File: src/hw/rtl/rfd_pkg.sv
// Shared types, constants and helper functions for the run-length frame decoder.
// No dependencies; rfd_step and the core import this package, while rfd_if.sv does not.
package rfd_pkg;

    localparam int unsigned POS_W   = 13;
    localparam int unsigned COUNT_W = 15;

    localparam logic [POS_W-1:0] FRAME_BYTES = 13'd4800;

    // Decoder phase codes.
    localparam logic [1:0] PH_HDR_HI = 2'd0;
    localparam logic [1:0] PH_HDR_LO = 2'd1;
    localparam logic [1:0] PH_LITERAL = 2'd2;
    localparam logic [1:0] PH_REPEAT = 2'd3;

    localparam logic [7:0] LITERAL_FLAG = 8'h80;
    localparam logic [7:0] HI_COUNT_MASK = 8'h7F;

    typedef struct packed {
        logic [1:0]         phase;
        logic               literal_mode;
        logic [COUNT_W-1:0] count_left;
        logic [POS_W-1:0]   write_pos;
        logic               overrun_pending;
    } state_t;

    typedef struct packed {
        logic               valid;
        logic [7:0]         pixel_value;
        logic [COUNT_W-1:0] run_length;
        logic [POS_W-1:0]   run_start;
        logic [31:0]        display_word;
        logic               frame_done;
        logic               overrun;
    } result_t;

    // Each pixel pair of the value becomes one display byte: the upper bit of the
    // pair sets 0x18 and the lower bit sets 0xC0.
    function automatic logic [31:0] spread_display(input logic [7:0] v);
        logic [31:0] w;
        w = '0;
        for (int k = 0; k < 4; k++) begin
            w[31-8*k -: 8] = (v[7-2*k] ? 8'h18 : 8'h00) | (v[6-2*k] ? 8'hC0 : 8'h00);
        end
        return w;
    endfunction

endpackage

File: src/hw/rtl/rfd_if.sv
// Valid/ready channel interfaces for the run-length frame decoder.
// Depends on nothing; carries the compressed byte stream and the run descriptors.
interface rfd_in_if;
    logic       valid;
    logic       ready;
    logic [7:0] code_byte;

    modport source (output valid, output code_byte, input ready);
    modport sink (input valid, input code_byte, output ready);
endinterface

interface rfd_out_if;
    logic        valid;
    logic        ready;
    logic [7:0]  pixel_value;
    logic [14:0] run_length;
    logic [12:0] run_start;
    logic [31:0] display_word;
    logic        frame_done;
    logic        overrun;

    modport source (output valid, output pixel_value, output run_length, output run_start,
                    output display_word, output frame_done, output overrun, input ready);
    modport sink (input valid, input pixel_value, input run_length, input run_start,
                  input display_word, input frame_done, input overrun, output ready);
endinterface

File: src/hw/rtl/rfd_step.sv
// Next-state and result logic for one compressed byte of the frame decoder.
// Depends on rfd_pkg for the state and result structs and the phase codes.
module rfd_step (
    input  rfd_pkg::state_t  cur,
    input  logic [7:0]       code_byte,
    output rfd_pkg::state_t  nxt,
    output rfd_pkg::result_t res
);
    import rfd_pkg::*;

    logic [POS_W-1:0]   space;
    logic [COUNT_W-1:0] hdr_count;
    logic [COUNT_W-1:0] space_ext;
    logic [COUNT_W-1:0] cnt_dec;
    logic [COUNT_W-1:0] rep_len;
    logic [POS_W-1:0]   lit_pos;
    logic [POS_W:0]     rep_sum;
    logic [POS_W-1:0]   rep_pos;
    logic               in_frame;

    always_comb
    begin
        in_frame  = cur.write_pos < FRAME_BYTES;
        space     = in_frame ? (FRAME_BYTES - cur.write_pos) : '0;
        space_ext = COUNT_W'(space);
        hdr_count = {cur.count_left[6:0], code_byte};
        cnt_dec   = (cur.count_left != '0) ? (cur.count_left - 1'b1) : '0;
        rep_len   = (cur.count_left > space_ext) ? space_ext : cur.count_left;
        lit_pos   = cur.write_pos + 1'b1;
        // The clamped length never exceeds the free space, so the sum stays in the frame.
        rep_sum   = {1'b0, cur.write_pos} + {1'b0, rep_len[POS_W-1:0]};
        rep_pos   = rep_sum[POS_W-1:0];

        nxt = cur;
        res = '0;
        res.pixel_value  = code_byte;
        res.display_word = spread_display(code_byte);
        res.overrun      = cur.overrun_pending;

        case (cur.phase)
            PH_HDR_HI:
            begin
                nxt.literal_mode = (code_byte & LITERAL_FLAG) != 8'h00;
                nxt.count_left   = COUNT_W'(code_byte & HI_COUNT_MASK);
                nxt.phase        = PH_HDR_LO;
            end
            PH_HDR_LO:
            begin
                nxt.count_left      = hdr_count;
                nxt.overrun_pending = hdr_count > space_ext;
                if (!cur.literal_mode)
                begin
                    nxt.phase = PH_REPEAT;
                end
                else if (hdr_count != '0)
                begin
                    nxt.phase = PH_LITERAL;
                end
                else
                begin
                    nxt.phase = PH_HDR_HI;
                    if (!in_frame)
                    begin
                        nxt.write_pos = '0;
                    end
                end
            end
            PH_LITERAL:
            begin
                nxt.count_left = cnt_dec;
                if (in_frame)
                begin
                    res.valid      = 1'b1;
                    res.run_length = COUNT_W'(1);
                    res.run_start  = cur.write_pos;
                    res.frame_done = lit_pos == FRAME_BYTES;
                    nxt.write_pos  = lit_pos;
                end
                if (cnt_dec == '0)
                begin
                    nxt.phase = PH_HDR_HI;
                    if (!in_frame || lit_pos == FRAME_BYTES)
                    begin
                        nxt.write_pos = '0;
                    end
                end
            end
            default:
            begin
                // Repeat value byte: one descriptor for the whole clamped run.
                nxt.count_left = '0;
                nxt.phase      = PH_HDR_HI;
                if (rep_len != '0)
                begin
                    res.valid      = 1'b1;
                    res.run_length = rep_len;
                    res.run_start  = cur.write_pos;
                    res.frame_done = rep_pos == FRAME_BYTES;
                    nxt.write_pos  = (rep_pos == FRAME_BYTES) ? '0 : rep_pos;
                end
                else if (!in_frame)
                begin
                    nxt.write_pos = '0;
                end
            end
        endcase
    end

endmodule

File: src/hw/rtl/rle_frame_decoder_core.sv
// Top level of the run-length frame decoder: input register, decode step, result register.
// Depends on rfd_pkg, the channel interfaces in rfd_if.sv and the rfd_step module.

// Takes one compressed byte per transfer on code_in and emits one run descriptor on run_out
// for every literal byte that lands in the 4800-byte frame and for every nonempty repeat run.
// Each run opens with a two-byte header, high byte first; bit 7 of the high byte selects a
// literal run, and the other 15 bits give the count. Runs that pass the frame end are
// clamped and flagged with overrun, and the frame restarts at offset 0 after the run that fills it.
// The block sustains one byte per cycle while run_out takes its results: a byte is held in
// the input register, decoded by a single pass of compare-and-add logic, and its descriptor
// is registered in the result register. The only stall is a result not yet taken on run_out.
module rle_frame_decoder_core (
    input logic clk,
    input logic rst_n,
    rfd_in_if.sink    code_in,
    rfd_out_if.source run_out
);
    import rfd_pkg::*;

    logic       in_valid_reg;
    logic [7:0] in_byte_reg;
    state_t     state_reg;
    state_t     state_next;
    result_t    step_res;
    result_t    out_reg;
    logic       advance;

    // The staged byte moves on when the result register is free or being emptied.
    assign advance       = in_valid_reg && (!out_reg.valid || run_out.ready);
    assign code_in.ready = !in_valid_reg || advance;

    rfd_step u_step (
        .cur       (state_reg),
        .code_byte (in_byte_reg),
        .nxt       (state_next),
        .res       (step_res)
    );

    always_ff @(posedge clk or negedge rst_n)
    begin
        if (!rst_n)
        begin
            in_valid_reg <= 1'b0;
            state_reg    <= '0;
            out_reg      <= '0;
        end
        else
        begin
            if (code_in.ready)
            begin
                in_valid_reg <= code_in.valid;
            end
            if (advance)
            begin
                state_reg <= state_next;
                out_reg   <= step_res;
            end
            else if (run_out.ready)
            begin
                out_reg.valid <= 1'b0;
            end
        end
    end

    always_ff @(posedge clk)
    begin
        if (code_in.valid && code_in.ready)
        begin
            in_byte_reg <= code_in.code_byte;
        end
    end

    assign run_out.valid        = out_reg.valid;
    assign run_out.pixel_value  = out_reg.pixel_value;
    assign run_out.run_length   = out_reg.run_length;
    assign run_out.run_start    = out_reg.run_start;
    assign run_out.display_word = out_reg.display_word;
    assign run_out.frame_done   = out_reg.frame_done;
    assign run_out.overrun      = out_reg.overrun;

endmodule
File: src/flat_wrapper.sv
// flat-port wrapper written by rule: the top's interface ports become plain ports
module rle_frame_decoder_core_flat import rfd_pkg::*;
  (clk, rst_n, code_in_valid, code_in_code_byte, code_in_ready, run_out_valid, run_out_pixel_value, run_out_run_length, run_out_run_start, run_out_display_word, run_out_frame_done, run_out_overrun, run_out_ready);
  rfd_in_if code_in_i ();
  rfd_out_if run_out_i ();
  input logic clk;
  input logic rst_n;
  input wire logic [$bits(code_in_i.valid)-1:0] code_in_valid;
  input wire logic [$bits(code_in_i.code_byte)-1:0] code_in_code_byte;
  output wire logic [$bits(code_in_i.ready)-1:0] code_in_ready;
  output wire logic [$bits(run_out_i.valid)-1:0] run_out_valid;
  output wire logic [$bits(run_out_i.pixel_value)-1:0] run_out_pixel_value;
  output wire logic [$bits(run_out_i.run_length)-1:0] run_out_run_length;
  output wire logic [$bits(run_out_i.run_start)-1:0] run_out_run_start;
  output wire logic [$bits(run_out_i.display_word)-1:0] run_out_display_word;
  output wire logic [$bits(run_out_i.frame_done)-1:0] run_out_frame_done;
  output wire logic [$bits(run_out_i.overrun)-1:0] run_out_overrun;
  input wire logic [$bits(run_out_i.ready)-1:0] run_out_ready;
  assign code_in_i.valid = code_in_valid;
  assign code_in_i.code_byte = code_in_code_byte;
  assign code_in_ready = code_in_i.ready;
  assign run_out_valid = run_out_i.valid;
  assign run_out_pixel_value = run_out_i.pixel_value;
  assign run_out_run_length = run_out_i.run_length;
  assign run_out_run_start = run_out_i.run_start;
  assign run_out_display_word = run_out_i.display_word;
  assign run_out_frame_done = run_out_i.frame_done;
  assign run_out_overrun = run_out_i.overrun;
  assign run_out_i.ready = run_out_ready;
  rle_frame_decoder_core u_core (.clk(clk), .rst_n(rst_n), .code_in(code_in_i), .run_out(run_out_i));
endmodule
File: config.mk
export PLATFORM = sky130hd
export DESIGN_NAME = rle_frame_decoder_core_flat
export DESIGN_NICKNAME = d
export VERILOG_FILES = /design/src/hw/rtl/rfd_pkg.sv /design/src/hw/rtl/rfd_if.sv /design/src/hw/rtl/rfd_step.sv /design/src/hw/rtl/rle_frame_decoder_core.sv /design/src/flat_wrapper.sv
export SDC_FILE = /design/constraint.sdc
export NUM_CORES = 1
export LEC_CHECK = 0
export ABC_AREA = 1
export BUFFER_PORTS_ARGS = -buffer_cell sky130_fd_sc_hd__buf_2
export CAP_MARGIN = 20
export CORE_UTILIZATION = 54
export DETAILED_ROUTE_END_ITERATION = 8
export MAX_ROUTING_LAYER = met4
export PLACE_DENSITY = 0.77
export SYNTH_ARGS = -nofsm -noshare
export SYNTH_HDL_FRONTEND = slang
export SYNTH_SLANG_ARGS = --single-unit
File: constraint.sdc
create_clock -name clk -period 5.1 [get_ports clk]
set_input_delay 0.51 -clock clk [delete_from_list [all_inputs] [get_ports clk]]
set_output_delay 0.51 -clock clk [all_outputs]
set_load 0.01 [all_outputs]
==> flow_summary.json, run 1 <==
{
  "placed_area_sq_um": 7520,
  "grt_max_degree": 73,
  "grt_pass1_vias": 6702,
  "period_share_pct": 94.5,
  "synth_cells": 1095,
  "drive_gt1_share_pct": 16.0,
  "grt_usage_pct": 35.1,
  "yosysWarnings": 0,
  "clkSinkCount": 80,
  "synth_top_family_by_area": "simple AND/OR/NAND/NOR gates",
  "grt_overflow": 0,
  "cts_root_buf": "clkbuf_16",
  "antenna_found_initial": 0,
  "wl_met3_microns": 2770,
  "io_buffers": 67,
  "worstSetupStartpointType": "register",
  "crit_start": "u_core.state_reg[5]",
  "synthAdderAreaFrac_pct": 8.42,
  "die_area_sq_um": 13600,
  "async_reset_ff_share_pct": 90.0,
  "largest_reg_flops": 32,
  "cp.required_ps": 5330,
  "fin_skew_ps": 8.90,
  "max_stage_delay_ps": 440,
  "synth_cell_types": 45,
  "drc": 0,
  "top_layer": "met4",
  "met2_length_microns": 9340,
  "synth_edf_count": 8,
  "cts_max_level": 3,
  "whs_ps": 301,
  "worstPathArrival_ps": 5050,
  "rows": 41,
  "hold_path_class": "in2async",
  "reg2reg_depth": 30,
  "critPathCapture": "u_core.state_reg[7]",
  "holdBufCountCts": 0,
  "die_x_microns": 116,
  "syn_area_sq_um": 7070,
  "die_h_microns": 116,
  "worst_pin_slew_ps": 1100,
  "end_kind": "register",
  "finalHoldViolCount": 0,
  "core-area_sq_um": 12700,
  "gp_congestion": 1.01,
  "place_hpwl_microns": 16600,
  "routed_via_density": 5.71,
  "rr_startpoint": "u_core.state_reg[5]",
  "crit_path_max_fanout": 21,
  "ant_nets": 0,
  "io_pins": 84,
  "regToRegEndpoint": "u_core.state_reg[7]",
  "drv_slew": 0,
  "slowest_stage": "o21ai_1",
  "fmax_mhz": 207,
  "drt-met1-wl_microns": 9580,
  "crit_path_frequent_cell": "nand2_1",
  "fin_nets": 1232,
  "routed_wl_microns": 22500,
  "dr.pass1.iters": 5,
  "setup_viol": 0,
  "clk_path_buf_depth": 2,
  "syn_avg_cell_area_sq_um": 6.46,
  "ys_ff_latch": 80,
  "synth_compound_area_share_pct": 11.8,
  "synth.area.mux_share_pct": 0,
  "drt_iter0_drc": 760,
  "cap_viol_max_count": 0,
  "cts_buffers": 9,
  "area_delta_synth_final_pct": 13.6,
  "outcome": "complete, no violations",
  "critPathKind": "reg2reg",
  "seq_area_frac_synth_pct": 28.9,
  "synthXorXnorAreaFrac_pct": 0.991,
  "grt_pass1_wl_microns": 34900,
  "maxSlewHeadroom_pct": 26.2,
  "post_drt_wl_per_cell_microns": 16.7,
  "routed-via-count": 7702,
  "final_area_sq_um": 8040,
  "clkLatencyLatePin_ps": 350,
  "ff2ff_setup_slack_ps": 280,
  "initial_core_util_pct": 55.8,
  "path_clk_slew_ps": 60,
  "min_period_ps": 4820,
  "antenna_cells": 0,
  "synth_ff_type": "dfrtp_1",
  "synthSimpleGateAreaFrac_pct": 37.7,
  "cts_tree": "yes"
}
==> critical path, delay by kind of cell, from the launching register on <==
kind            cells  cell delay [ps]
fa+ha+maj           2              690
simple gates       22             2600
compound gates      2              520
flops               1              410
buf+inv             4              460
==> kinds of logic (layout without fill, tap and decap cells) <==
kind of cell	count (synthesis)	after routing
AO/OA/AOI/OAI	150	150
XOR/XNOR	8	8
adder cells (fa/ha/maj)	47	47
buffers and inverters	187	254
flip-flops	80	80
other	1	16
AND/OR/NAND/NOR	622	623
==> cells in the mapped netlist (all sizes together) (4+ instances only) <==
cell | n | area (sq um)
dfrtp | 72 | 1800
nor2 | 98 | 412
nor3 | 7 | 35.0
buf | 44 | 323
nand2 | 372 | 1430
nand3 | 116 | 591
o22ai | 12 | 75.1
inv | 120 | 450
or2 | 4 | 25.0
nand4 | 18 | 128
a31oi | 9 | 56.3
xor2 | 7 | 61.3
edfxtp | 8 | 240
clkbuf | 19 | 71.3
a21oi | 43 | 219
clkinv | 4 | 15.0
o21ai | 79 | 429
ha | 46 | 576
==> area by class of cell <==
| type | instances | area [sq um] |
|---|---|---|
| multi-input cells | 844 | 4330 |
| repair buffers | 114 | 703 |
| flip-flops and latches | 80 | 2050 |
| inverters | 124 | 478 |
| clock inverters | 5 | 33.8 |
| fillers | 1219 | 4640 |
| clock buffers | 11 | 233 |
| well taps | 172 | 215 |
==> cells in the final DEF, fill, tap and decap left out, types with 3 or more instances in the layout <==
master | Yosys | final
inv_4 | 0 | 5
clkbuf_16 | 0 | 9
nand2_2 | 10 | 10
o211ai_1 | 3 | 3
nor2_1 | 90 | 85
nor2_4 | 2 | 5
buf_4 | 34 | 47
nor3_1 | 7 | 6
nand3_1 | 114 | 114
nand3b_1 | 3 | 3
edfxtp_1 | 8 | 8
a21oi_1 | 42 | 42
o21ai_0 | 68 | 68
conb_1 | 1 | 16
o22ai_1 | 12 | 12
ha_1 | 46 | 44
inv_1 | 112 | 110
dfrtp_1 | 72 | 68
dfrtp_2 | 0 | 4
a31oi_1 | 9 | 9
nand2_4 | 1 | 3
or2_2 | 4 | 4
nor2_2 | 5 | 7
nand4_1 | 17 | 17
buf_2 | 6 | 66
xor2_1 | 7 | 7
nand2_1 | 361 | 359
clkinv_1 | 4 | 5
inv_2 | 8 | 5
o21ai_2 | 9 | 9
==> per-stage QoR <==
step / std cells / utilization (%) / setup TNS (ps) / setup WS [ps]
3_5_place_dp: 1317 / 59.3 / 0 / 161
4_1_cts: 1333 / 61.4 / 0 / 133
6_report: 1350 / 63.4 / 0 / 280
3_3_place_gp: 1317 / 59.3 / 0 / 262
5_1_grt: 1350 / 63.4 / -227 / -86.1
2_1_floorplan: 1110 / - / 0 / 221
==> routing by layer <==
metal / up-vias / GRT usage [%]
met3: 67 / 9.08
met5: - / -
li1: 3680 / -
met4: 0 / 13.6
met1: 3472 / 47.7
met2: 483 / 49.5
==> worst min path at each step <==
stage          slack, ps                         from  cells past startpoint                             to
6_report             300                        rst_n                      1  u_core.run_out.run_length[14]
5_1_grt              330         code_in_code_byte[4]                      1          u_core.in_byte_reg[4]
4_1_cts              320         code_in_code_byte[6]                      1          u_core.in_byte_reg[6]
3_5_place_dp         460  u_core.run_out.run_start[9]                      2    u_core.run_out.run_start[9]
3_3_place_gp         460  u_core.run_out.run_start[8]                      2    u_core.run_out.run_start[8]
2_1_floorplan        210                        rst_n                      0            u_core.in_valid_reg
==> what timing repair did <==
item	CTS	global route
endpoints found under the setup margin	0	7
buffers inserted	0	16
gates resized for setup	0	33
Power of run 1 is left out: the tool's default activity adds up to more than one toggle a clock period on the data nets, which glitch-free logic cannot reach.
==> run 2, diff against run 1 <==
- PLACE_DENSITY: 0.77 -> 0.87
==> run 2 against run 1 <==
Effect of this change:
- non-clock buffer count shrank 10
- via count fell by 1.8%
- die area is the same
- core utilization down 0.51 points
- sequential share of layout area grew 0.24 points
- fmax is 0.20% higher
- critical path depth rose by 1
- worst hold slack got worse by 18 ps
- critical path type unchanged
==> flow_summary.json, run 2 (same netlist as run 1, synthesis figures left out) <==
{
  "slowest_stage": "dfrtp_2",
  "grt_max_degree": 73,
  "fin_ws_ps": 289,
  "die_x_microns": 116,
  "fin_util_pct": 62.9,
  "end_kind": "register",
  "critPathKind": "reg2reg",
  "placed_cells": 1317,
  "max_stage_delay_ps": 440,
  "worst_pin_slew_ps": 998,
  "fin_skew_ps": 7.16,
  "cts_max_level": 3,
  "grt_usage_pct": 33.6,
  "dr.pass1.iters": 5,
  "initial_core_util_pct": 55.8,
  "grt_pass1_vias": 6576,
  "gp_congestion": 1.06,
  "outcome": "complete, no violations",
  "finalHoldViolCount": 0,
  "fin_cells": 1339,
  "place_ws_ps": 13.7,
  "ant_nets": 0,
  "die_area_sq_um": 13600,
  "largest_reg_flops": 32,
  "fill_cells": 1202,
  "routed_wl_microns": 21400,
  "period_share_pct": 94.3,
  "reg2reg_depth": 31,
  "clkSinkCount": 80,
  "crit_path_max_fanout": 15,
  "layout_common_cells": "nand2_1, nand3_1, inv_1, nor2_1, o21ai_0",
  "io_pins": 84,
  "rows": 41,
  "drt_iter0_drc": 904,
  "post_drt_wl_per_cell_microns": 16.0,
  "maxSlewHeadroom_pct": 33.3,
  "drive_gt1_share_pct": 15.9,
  "clk_path_buf_depth": 2,
  "drv_slew": 0,
  "crit_path_frequent_cell": "nand2_1",
  "io_buffers": 67,
  "cts_buffers": 9,
  "core-area_sq_um": 12700,
  "cp.required_ps": 5330,
  "setup_viol": 0,
  "cts_root_buf": "clkbuf_16",
  "cap_viol_max_count": 0,
  "hold_path_class": "in2async",
  "clkLatencyLatePin_ps": 350,
  "cts_tree": "yes",
  "min_period_ps": 4810,
  "worstPathArrival_ps": 5040,
  "place_hpwl_microns": 16200,
  "antenna_cells": 0,
  "die_h_microns": 116,
  "mostFrequentLayoutCell": "nand2_1",
  "fmax_mhz": 208,
  "drc": 0,
  "grt_pass1_wl_microns": 33600,
  "antenna_found_initial": 0,
  "routed-via-count": 7567,
  "grt_overflow": 0,
  "worstSetupStartpointType": "register",
  "fin_nets": 1221,
  "area_delta_synth_final_pct": 12.7,
  "path_clk_slew_ps": 70,
  "tns_ps": 0,
  "routed_via_density": 5.65
}
[run 2: cell types whose count changed in the layout (fill, tap and decap cells not counted), sizes merged]
cell,before,now
nand4,19,18
clkbuf,11,9
buf,114,104
inv,121,124
bufinv,0,1
clkinvlp,1,0
clkinv,7,6
[run 2: critical path: cells and delay by family, from the launching register on]
kind,cells,cell delay (ps)
and+or+nand+nor,24,2810
adders and majority gates,3,920
buffers and inverters,4,490
DFF,1,440
[run 2: area by class of cell]
type | count | area (sq um) | share of cell area (%)
clock buffers | 9 | 225 | 2.83
multi-input cells | 843 | 4310 | 54.1
flip-flops and latches | 80 | 2050 | 25.7
well taps | 172 | 215 | 2.70
inverters | 124 | 470 | 5.90
repair buffers | 104 | 616 | 7.72
clock inverters | 7 | 85.1 | 1.07
[run 2: per-stage QoR]
step | hold WS [ps] | instance area [sq um]
2_1_floorplan | 214 | 7130
3_3_place_gp | 460 | 7520
3_5_place_dp | 464 | 7520
4_1_cts | 332 | 7840
5_1_grt | 331 | 7970
6_report | 284 | 7970
[run 2: path summary, 6_finish.rpt]
path / startpoint / end / slack [ps]
setup / recovery: u_core.state_reg[2] / u_core.state_reg[10] / 290
hold / removal: rst_n / u_core.run_out.run_length[13] / 280
setup reg to reg: u_core.state_reg[2] / u_core.state_reg[10] / 290
hold reg to reg: u_core.run_out.run_start[8] / u_core.run_out.run_start[8] / 470
max in group asynchronous: rst_n / u_core.state_reg[12] / 4120
min in group clk: code_in_code_byte[6] / u_core.in_byte_reg[6] / 330
[run 2: layer usage]
layer  track usage, %  vias to the layer above  routed length, microns  share of wire [%]
li1                 -                     3641                       -                  -
met1             45.8                     3397                    9350                 44
met2             48.3                      444                    8830                 41
met3             6.95                       85                    2350                 11
met4             13.3                        0                     848                4.0
met5                -                        -                       0                  0
[run 2: timing repair]
item | CTS | global route
gates resized for setup | 1 | 31
setup endpoints to repair | 1 | 5
setup buffers | 0 | 6
pin swaps | 0 | 6
hold buffers | 0 | 0
Power of run 2 is left out for the same reason.
==> run 3, diff against run 2 <==
--- a/config.mk
+++ b/config.mk
@@ -8,6 +8,6 @@
 export ABC_AREA = 1
-export BUFFER_PORTS_ARGS = -buffer_cell sky130_fd_sc_hd__buf_2
 export CAP_MARGIN = 20
-export CORE_UTILIZATION = 54
+export CORE_UTILIZATION = 59
 export DETAILED_ROUTE_END_ITERATION = 8
+export DONT_BUFFER_PORTS = 1
 export MAX_ROUTING_LAYER = met4
==> constraint.sdc (replaced) <==
create_clock -name clk -period 5.1 [get_ports clk]
set_input_delay 0.255 -clock clk [delete_from_list [all_inputs] [get_ports clk]]
set_output_delay 0.255 -clock clk [all_outputs]
set_load 0.01 [all_outputs]
==> run 3 against run 2 <==
Effect of this change:
- the run now ends with DRC left
- global-route usage grew 1.9 points
- routed wire length shrank 0.44%
- fmax grew 1.2%
- die area shrank 8.3%
- via count shrank 0.53%
- first-iteration DRC count grew 11%
- critical endpoint unchanged
- non-clock buffer count shrank 50
- critical path depth grew 1
- clock skew grew 4.0 ps
- register-to-register slack gained 60 ps
- sequential share of layout area grew 0.65 points
==> flow_summary.json, run 3 (same netlist as run 1, synthesis figures left out) <==
{
  "grt_overflow": 0,
  "worst_pin_slew_ps": 1070,
  "clk_path_buf_depth": 2,
  "worstSetupStartpointType": "register",
  "crit_path_max_fanout": 21,
  "routed_wl_microns": 21300,
  "post_drt_wl_per_cell_microns": 16.9,
  "grt_pass1_wl_microns": 33600,
  "layout_common_cells": "nand2_1, nand3_1, inv_1, nor2_1, dfrtp_1",
  "grt_max_degree": 73,
  "mostFrequentLayoutCell": "nand2_1",
  "crit_path_frequent_cell": "nand2_1",
  "fin_ws_ps": 348,
  "rows": 39,
  "io_pins": 84,
  "drt_iter0_drc": 999,
  "reg2reg_depth": 32,
  "cap_viol_max_count": 0,
  "core-area_sq_um": 11600,
  "drc": 11,
  "die_h_microns": 111,
  "io_buffers": 0,
  "regToRegEndpoint": "u_core.state_reg[10]",
  "cts_tree": "yes",
  "violations": "DRC",
  "largest_reg_flops": 32,
  "routed-via-count": 7527,
  "max_stage_delay_ps": 480,
  "maxSlewHeadroom_pct": 28.5,
  "hold_depth": 2,
  "fin_skew_ps": 11.1,
  "die_x_microns": 111,
  "cts_buffers": 9,
  "cts_max_level": 3,
  "grt_pass1_vias": 6449,
  "critPathKind": "reg2reg",
  "antenna_found_initial": 1,
  "ant_nets": 0,
  "finalHoldViolCount": 0,
  "drive_gt1_share_pct": 11.0,
  "cts_root_buf": "clkbuf_16",
  "place_ws_ps": 170,
  "place_hpwl_microns": 15600,
  "hold_path_class": "in2reg",
  "gp_congestion": 1.01,
  "clkLatencyLatePin_ps": 360,
  "end_kind": "register",
  "worstPathArrival_ps": 4990,
  "placed_area_sq_um": 7180,
  "rr_startpoint": "u_core.state_reg[1]",
  "cp.required_ps": 5340,
  "drv_slew": 0,
  "outcome": "finished with violations",
  "fin_util_pct": 67.0,
  "hold_start": "code_in_valid",
  "fmax_mhz": 210,
  "grt_usage_pct": 35.5,
  "die_area_sq_um": 12400,
  "setup_viol": 0,
  "min_to": "u_core.in_valid_reg",
  "routed_via_density": 5.97,
  "min_period_ps": 4750,
  "path_clk_slew_ps": 70,
  "clkSinkCount": 80,
  "area_delta_synth_final_pct": 9.57,
  "final_area_sq_um": 7750,
  "initial_core_util_pct": 61.1,
  "fin_nets": 1171,
  "dr.pass1.iters": 9,
  "whs_ps": 37.2,
  "ff2ff_setup_slack_ps": 350,
  "slowest_stage": "fa_1",
  "period_share_pct": 93.2
}
==> run 3: how the worst max path moves through the flow <==
| stage | cells past startpoint | slack (ps) | end | start |
|---|---|---|---|---|
| 2_1_floorplan | 37 | 220 | u_core.state_reg[7] | u_core.state_reg[2] |
| 3_3_place_gp | 32 | 330 | u_core.state_reg[7] | u_core.state_reg[1] |
| 3_5_place_dp | 32 | 170 | u_core.state_reg[8] | u_core.state_reg[1] |
| 4_1_cts | 32 | 160 | u_core.state_reg[8] | u_core.state_reg[1] |
| 5_1_grt | 32 | -70 | u_core.state_reg[7] | u_core.state_reg[1] |
| 6_report | 32 | 350 | u_core.state_reg[10] | u_core.state_reg[1] |
==> run 3: per-layer routing <==
metal | share of wire [%] | track usage [%]
met1 | 42 | 48.5
met2 | 42 | 50.3
met3 | 13 | 7.84
met4 | 3.4 | 15.3
met5 | 0 | -
==> run 3: area by class of cell <==
class	count	area [sq um]
clock buffers	9	225
flip-flops and latches	80	2040
multi-input cells	843	4310
fillers	998	3820
well taps	143	179
clock inverters	7	53.8
inverters	124	472
repair buffers	54	460
diodes	1	2.50
==> run 3: through the flow <==
stage	instances	setup TNS [ps]
after floorplan	1110	0
final	1261	0
after global routing	1261	-123
after CTS	1251	0
after detailed placement	1225	0
after global placement	1225	0
==> run 3: timing repair <==
item	CTS	global route
endpoints found under the hold margin	80	0
gates resized for setup	0	31
setup endpoints to repair	0	5
buffers inserted	0	9
hold buffers	10	0
==> run 3: worst max-delay path, delay by kind of cell, from the launching register on <==
| kind | cells | cell delay, ps |
|---|---|---|
| adders and majority gates | 2 | 800 |
| buffers and inverters | 5 | 630 |
| DFF | 1 | 410 |
| and+or+nand+nor | 25 | 2800 |
Power of run 3 is left out for the same reason.
